## src/sbot_pkg.sv

```systemverilog
// ---------------------------------------------------------------------------
// sbot_pkg: shared types and constants for the segment/box occlusion test
// Coordinate, slab-fraction and product widths; register indexes.
// ---------------------------------------------------------------------------
package sbot_pkg;

   localparam int COORD_W = 24;
   localparam int EXT_W   = 23;
   localparam int IDX_W   = 3;
   localparam int NAXES   = 3;
   localparam int EYE_OFFSET = 5120;

   // doubled coordinates and bounds
   localparam int O_W   = COORD_W + 2;
   localparam int B_W   = COORD_W + 3;
   localparam int N_W   = COORD_W + 4;
   localparam int DEN_W = COORD_W + 1;
   localparam int PROD_W = N_W + DEN_W + 1;

   localparam logic [IDX_W-1:0] REG_START_X = 3'd0;
   localparam logic [IDX_W-1:0] REG_START_Y = 3'd1;
   localparam logic [IDX_W-1:0] REG_START_Z = 3'd2;
   localparam logic [IDX_W-1:0] REG_END_X   = 3'd3;
   localparam logic [IDX_W-1:0] REG_END_Y   = 3'd4;
   localparam logic [IDX_W-1:0] REG_END_Z   = 3'd5;

   typedef logic signed [COORD_W-1:0] coord_type;
   typedef logic [EXT_W-1:0]          ext_type;
   typedef logic signed [N_W-1:0]     num_type;
   typedef logic [DEN_W-1:0]          den_type;
   typedef logic signed [PROD_W-1:0]  prod_type;

   typedef struct packed {
      num_type n1;
      num_type n2;
      den_type den;
      logic    par;
   } axis_type;

   typedef struct packed {
      axis_type [NAXES-1:0] ax;
      logic                 pass;
      logic                 zero;
      logic                 fin;
   } item_type;

   typedef struct packed {
      num_type lo_n;
      den_type lo_d;
      num_type hi_n;
      den_type hi_d;
   } track_type;

   typedef struct packed {
      item_type  item;
      track_type trk;
   } stage_type;

   function automatic prod_type mul(num_type a, den_type b);
      prod_type ae;
      prod_type be;
      ae = prod_type'(a);
      be = prod_type'($signed({1'b0, b}));
      return ae * be;
   endfunction

endpackage

```

## src/sbot_if.sv

```systemverilog
// ---------------------------------------------------------------------------
// sbot_req_if / sbot_rsp_if: box and result channels
// Valid/ready channels carrying one box and one occlusion result per beat.
// ---------------------------------------------------------------------------
interface sbot_req_if;
   logic                  valid;
   logic                  ready;
   logic signed [23:0]    center_x;
   logic signed [23:0]    center_y;
   logic signed [23:0]    center_z;
   logic [22:0]           extent_x;
   logic [22:0]           extent_y;
   logic [22:0]           extent_z;
   logic                  final_box;
   modport source (output valid, center_x, center_y, center_z,
                   extent_x, extent_y, extent_z, final_box, input ready);
   modport sink   (input valid, center_x, center_y, center_z,
                   extent_x, extent_y, extent_z, final_box, output ready);
endinterface


```

## src/sbot_prep.sv

```systemverilog
// ---------------------------------------------------------------------------
// sbot_prep: slab setup stage
// Turns one box into doubled slab bounds, entry/exit numerators and
// denominators per axis, and resolves axes parallel to the segment.
// ---------------------------------------------------------------------------
module sbot_prep (
   input  logic                      clock,
   input  logic                      reset,
   sbot_req_if.sink                  req,
   input  sbot_pkg::coord_type [2:0] sp,
   input  sbot_pkg::coord_type [2:0] ep,
   output logic                      out_valid,
   input  logic                      out_ready,
   output sbot_pkg::stage_type       out_data
);
   import sbot_pkg::*;

   logic      valid_ff;
   logic      valid_in;
   stage_type data_ff;
   stage_type data_in;
   coord_type [2:0] cen;
   ext_type   [2:0] ext;

   assign cen = {req.center_z, req.center_y, req.center_x};
   assign ext = {req.extent_z, req.extent_y, req.extent_x};
   assign req.ready = !valid_ff || out_ready;

   always_comb begin
      logic signed [COORD_W:0] sum;
      logic signed [COORD_W:0] dif;
      logic signed [O_W-1:0]   o;
      logic signed [O_W-1:0]   d;
      logic signed [O_W-1:0]   dneg;
      logic signed [B_W-1:0]   bmin;
      logic signed [B_W-1:0]   bmax;
      logic signed [B_W-1:0]   ee;
      logic signed [COORD_W:0] c2;
      num_type                 a;
      num_type                 b;
      data_in = '0;
      data_in.item.pass = 1'b1;
      data_in.item.zero = 1'b1;
      for (int k = 0; k < NAXES; k++) begin
         sum  = (COORD_W+1)'(sp[k]) + ((k == 1) ? (COORD_W+1)'(EYE_OFFSET) : '0);
         dif  = (COORD_W+1)'(ep[k]) - (COORD_W+1)'(sp[k]);
         o    = {sum, 1'b0};
         d    = {dif, 1'b0};
         dneg = -d;
         c2   = {cen[k], 1'b0};
         ee   = B_W'($signed({1'b0, ext[k]}));
         bmin = B_W'(c2) - ee;
         bmax = B_W'(c2) + ee;
         a    = N_W'(bmin) - N_W'(o);
         b    = N_W'(bmax) - N_W'(o);
         if (d < 0) begin
            data_in.item.ax[k].n1  = -b;
            data_in.item.ax[k].n2  = -a;
            data_in.item.ax[k].den = dneg[DEN_W-1:0];
         end else begin
            data_in.item.ax[k].n1  = a;
            data_in.item.ax[k].n2  = b;
            data_in.item.ax[k].den = d[DEN_W-1:0];
         end
         data_in.item.ax[k].par = (d == '0);
         if (d != '0) data_in.item.zero = 1'b0;
         if (d == '0 && (a > 0 || b < 0)) data_in.item.pass = 1'b0;
      end
      data_in.item.fin = req.final_box;
      data_in.trk.lo_n = '0;
      data_in.trk.lo_d = den_type'(1);
      data_in.trk.hi_n = num_type'(1);
      data_in.trk.hi_d = den_type'(1);
   end

   assign valid_in = req.ready ? req.valid : valid_ff;

   always_ff @(posedge clock) begin
      if (reset) valid_ff <= 1'b0;
      else       valid_ff <= valid_in;
      if (req.ready) data_ff <= data_in;
   end

   assign out_valid = valid_ff;
   assign out_data  = data_ff;
endmodule

```

## src/flat_wrapper.sv

```systemverilog
// flat-port wrapper written by rule: the top's interface ports become plain ports
module sbot_prep_flat import sbot_pkg::*;
  (clock, reset, sp, ep, out_valid, out_ready, out_data, req_valid, req_center_x, req_center_y, req_center_z, req_extent_x, req_extent_y, req_extent_z, req_final_box, req_ready);
  sbot_req_if req_i ();
  input  logic clock;
  input  logic reset;
  input  sbot_pkg::coord_type [2:0] sp;
  input  sbot_pkg::coord_type [2:0] ep;
  output logic out_valid;
  input  logic out_ready;
  output sbot_pkg::stage_type out_data;
  input wire logic [$bits(req_i.valid)-1:0] req_valid;
  input wire logic [$bits(req_i.center_x)-1:0] req_center_x;
  input wire logic [$bits(req_i.center_y)-1:0] req_center_y;
  input wire logic [$bits(req_i.center_z)-1:0] req_center_z;
  input wire logic [$bits(req_i.extent_x)-1:0] req_extent_x;
  input wire logic [$bits(req_i.extent_y)-1:0] req_extent_y;
  input wire logic [$bits(req_i.extent_z)-1:0] req_extent_z;
  input wire logic [$bits(req_i.final_box)-1:0] req_final_box;
  output wire logic [$bits(req_i.ready)-1:0] req_ready;
  assign req_i.valid = req_valid;
  assign req_i.center_x = req_center_x;
  assign req_i.center_y = req_center_y;
  assign req_i.center_z = req_center_z;
  assign req_i.extent_x = req_extent_x;
  assign req_i.extent_y = req_extent_y;
  assign req_i.extent_z = req_extent_z;
  assign req_i.final_box = req_final_box;
  assign req_ready = req_i.ready;
  sbot_prep u_core (.clock(clock), .reset(reset), .req(req_i), .sp(sp), .ep(ep), .out_valid(out_valid), .out_ready(out_ready), .out_data(out_data));
endmodule
```

## config.mk

```make
export PLATFORM = sky130hd
export DESIGN_NAME = sbot_prep_flat
export DESIGN_NICKNAME = d
export VERILOG_FILES = /design/src/sbot_pkg.sv /design/src/sbot_if.sv /design/src/sbot_prep.sv /design/src/flat_wrapper.sv
export SDC_FILE = /design/constraint.sdc
export NUM_CORES = 1
export LEC_CHECK = 0
export BUFFER_PORTS_ARGS = -buffer_cell sky130_fd_sc_hd__buf_2
export CORE_ASPECT_RATIO = 1.1
export CORE_MARGIN = 1.5
export CORE_UTILIZATION = 34
export CTS_BUF_LIST = sky130_fd_sc_hd__clkbuf_16
export DETAILED_ROUTE_END_ITERATION = 8
export GPL_ROUTABILITY_DRIVEN = 0
export PLACE_DENSITY = 0.53
export REMOVE_ABC_BUFFERS = 1
export SYNTH_ARGS = -nofsm -noshare
export SYNTH_HDL_FRONTEND = slang
export SYNTH_SLANG_ARGS = --single-unit
export TNS_END_PERCENT = 100
```

## constraint.sdc

```tcl
create_clock -name clock -period 12.2 [get_ports clock]
set_clock_uncertainty 0.05 [all_clocks]
set_input_delay 0 -clock clock [delete_from_list [all_inputs] [get_ports clock]]
set_output_delay 0 -clock clock [all_outputs]
set_load 0.05 [all_outputs]
```

==> results.txt <==
status: finished clean
H-Tree Depth: 2
Worst path max stage delay: 750 ps
Area Growth Syn to Fin: 15.63%
clk slew on worst S/H paths: 60 ps
Internal: 3.158 mW
Crit path arrival time: 5300 ps
ys flop type: edfxtp_1
full die area: 92950 um2
syn avg cell area: 8.383 um2
I/O Buffers: 537
Clock Power Share: 0.153
vias in the first global route: 27090
setup TNS: 0 ps
Final Worst Setup Slack: 7142 ps
hold path depth: 4
antenna violations before repair: 18
Clock Latency Late Sink: 570 ps
endpoints failing setup: 0
sw frac: 0.5293
core area: 89790 um2
Sequential Power Share: 0.219
worst slew pin tran: 1023 ps
pre-CTS WS: 6885 ps
initial detailed-routing violation count: 1983
pin count of the biggest net entering global routing: 142
crit path cell chain: dlygate4sd3_1, buf_2, inv_1, fa_1, inv_1, ha_1, nor2b_1, o31a_1, o31ai_2, a21oi_1, xor2_1, or4b_2, nor4_2, nand2_1, nor4b_1, xnor2_1, o21ai_0
Root Driver: clkbuf_16
Post-Syn Area: 30980 um2
Tot Pwr: 6.708 mW
die width: 290.8 um
cells after synthesis: 3696
Num CTS Buffers: 35
Async SR Flop Fraction: 0
period utilisation layout: 0.4146
reg2reg path depth: 3
Top-Level Pins: 647
most used cell, CP: inv_1
Initial Util: 0.3451
Worst Hold Class: input pin to flop
Comb pwr share: 0.628
Synth Register Bits: 247
global route overflow: 0
CTS tree: done
CP endpoint kind: flop
Clock Sinks: 247
synth warn: 0
DRC viols: 0
Rel. slew slack: 0.3180
Max Freq: 0.1977 GHz
sequential share of the synthesized area: 0.2391
CP max-delay cell: or4b_2
post-CTS sizing: 0
switching pwr: 3.551 mW
post-CTS setup buffer count: 0
post-DR wirelength/cell: 19.58 um
max_cap viols: 0
DRT antenna net count: 0
Finished Core Util: 0.3990
final hold slack: 54.83 ps
DR vias: 27950
layout cells sized above 1: 0.1565
Total Routing Usage GR: 0.2211
Slew Viols, Final: 0
count of cell types in the netlist: 88
Max FO, Critical Path: 6
clk buf depth: 3
VDD IR max: 0.1332 mV
first-pass GRT wire length: 158.7 mm
crit path time final: 5058 ps
Worst Path Required: 12440 ps
average vias per placed instance: 5.168
P per Cell Area: 187.3 nW/um2
Final HPWL DP: 88.68 mm
Post-synth EDFFs: 246
leakage: 16.55 nW
RSZ-0062 raised after global routing: no
Final nets: 4894
kind of critical path: input pin to flop
Pre-antenna DRT Iters: 6
CP startpoint kind: input pin
Fin. Hold Viols: 0
WL final: 105.9 mm
Core Rows: 115
Die Y-Extent: 319.6 um
==> metrics by stage <==
step                      area [um2]  cells
after global routing           35820   5408
after detailed placement       34480   5317
final                          35830   5409
after global placement         34480   5317
after floorplan                30170   3600
after CTS                      35800   5399
==> critical path: cells and delay by family <==
kind                     cells  cell delay [ps]
AO/OA/AOI/OAI                4             1220
XOR/XNOR                     2              380
adder cells (fa/ha/maj)      2              680
buffers and inverters        4              840
AND/OR/NAND/NOR              5             2170
==> logic make-up (layout without fill, tap and decap cells) <==
family,after synthesis,in the layout,synth area share
other cells,2,119,0.0002424
flops,247,247,0.2391
buf+inv,673,1099,0.09607
simple gates,1027,1027,0.1636
compound gates,928,928,0.1898
mux,28,28,0.009208
xor+xnor,394,394,0.1114
fa+ha+maj,397,397,0.1906
==> worst paths after layout <==
| path | start | end | slack, ps |
|---|---|---|---|
| worst min-delay path | ep[26] | u_core.out_data[195] | 50 |
| worst max register to register | u_core.out_valid | u_core.out_data[301] | 9270 |
| worst min register to register | u_core.out_valid | u_core.out_data[188] | 1030 |
| worst max-delay path | req_center_y[0] | u_core.out_data[271] | 7140 |
==> state kept, by name (all words and copies together), names as in the netlist <==
name and flops:
u_core.out_data 246, u_core.out_valid 1
==> routing by layer <==
metal / GRT usage / up-vias / part of all wire
li1: - / 13670 / -
met3: 0.04593 / 177 / 0.069
met1: 0.2852 / 13200 / 0.43
met2: 0.3594 / 891 / 0.46
met5: 0 / - / 0.00032
met4: 0.08994 / 6 / 0.040
==> area by class of cell <==
type / count / area (um2)
Clock buffer: 35 / 875.8
Tap cell: 1170 / 1464
Fill cell: 9369 / 53960
Timing Repair Buffer: 570 / 3005
Multi-Input combinational cell: 2883 / 21070
Sequential cell: 247 / 7407
Inverter: 470 / 1764
Antenna cell: 10 / 25.02
Clock inverter: 24 / 219.0
==> power groups by stage <==
stage	Clock (mW)	Sequential, mW	Combinational, mW
final	1.02	1.47	4.21
after global routing	1.09	1.50	4.54
after CTS	1.07	1.48	4.21
after detailed placement	0	1.49	4.18
after global placement	0	1.49	4.18
after floorplan	0	2.60	2.01
==> cell usage in the layout (no fill, tap or decap), types with 35 or more instances in the layout <==
master	Yosys	final
buf_2	6	537
a21oi_1	304	304
clkbuf_16	0	35
nor2_1	291	291
nand3_1	84	84
o21a_1	52	52
inv_1	470	473
o21ai_0	194	194
or3_1	35	35
nor3_1	62	62
nand2_1	266	266
a21o_1	90	90
ha_1	272	272
nand4_1	36	36
edfxtp_1	246	246
xor2_1	148	148
conb_1	2	109
xnor2_1	246	246
a31oi_1	39	37
fa_1	125	125
==> timing repair <==
item                                    in CTS  in global routing
hold buffers                                23                  0
endpoints found under the setup margin       0                  0
endpoints found under the hold margin       18                  0
==> cell usage after synthesis (all sizes together) (35+ instances only) <==
master / count / area, um2
xnor2: 246 / 2155
nor3: 62 / 310.3
nand4: 36 / 225.2
clkbuf: 79 / 296.5
inv: 470 / 1764
a31oi: 39 / 244.0
o21ai: 196 / 984.7
or3: 35 / 219.0
buf: 124 / 915.9
nand3: 84 / 420.4
edfxtp: 246 / 7387
nor2: 291 / 1092
o21a: 52 / 390.4
ha: 272 / 3403
a21oi: 304 / 1521
fa: 125 / 2502
xor2: 148 / 1296
nand2b: 36 / 232.7
nand2: 266 / 998.5
a21o: 90 / 675.7
(Power assumes the default switching activity.)
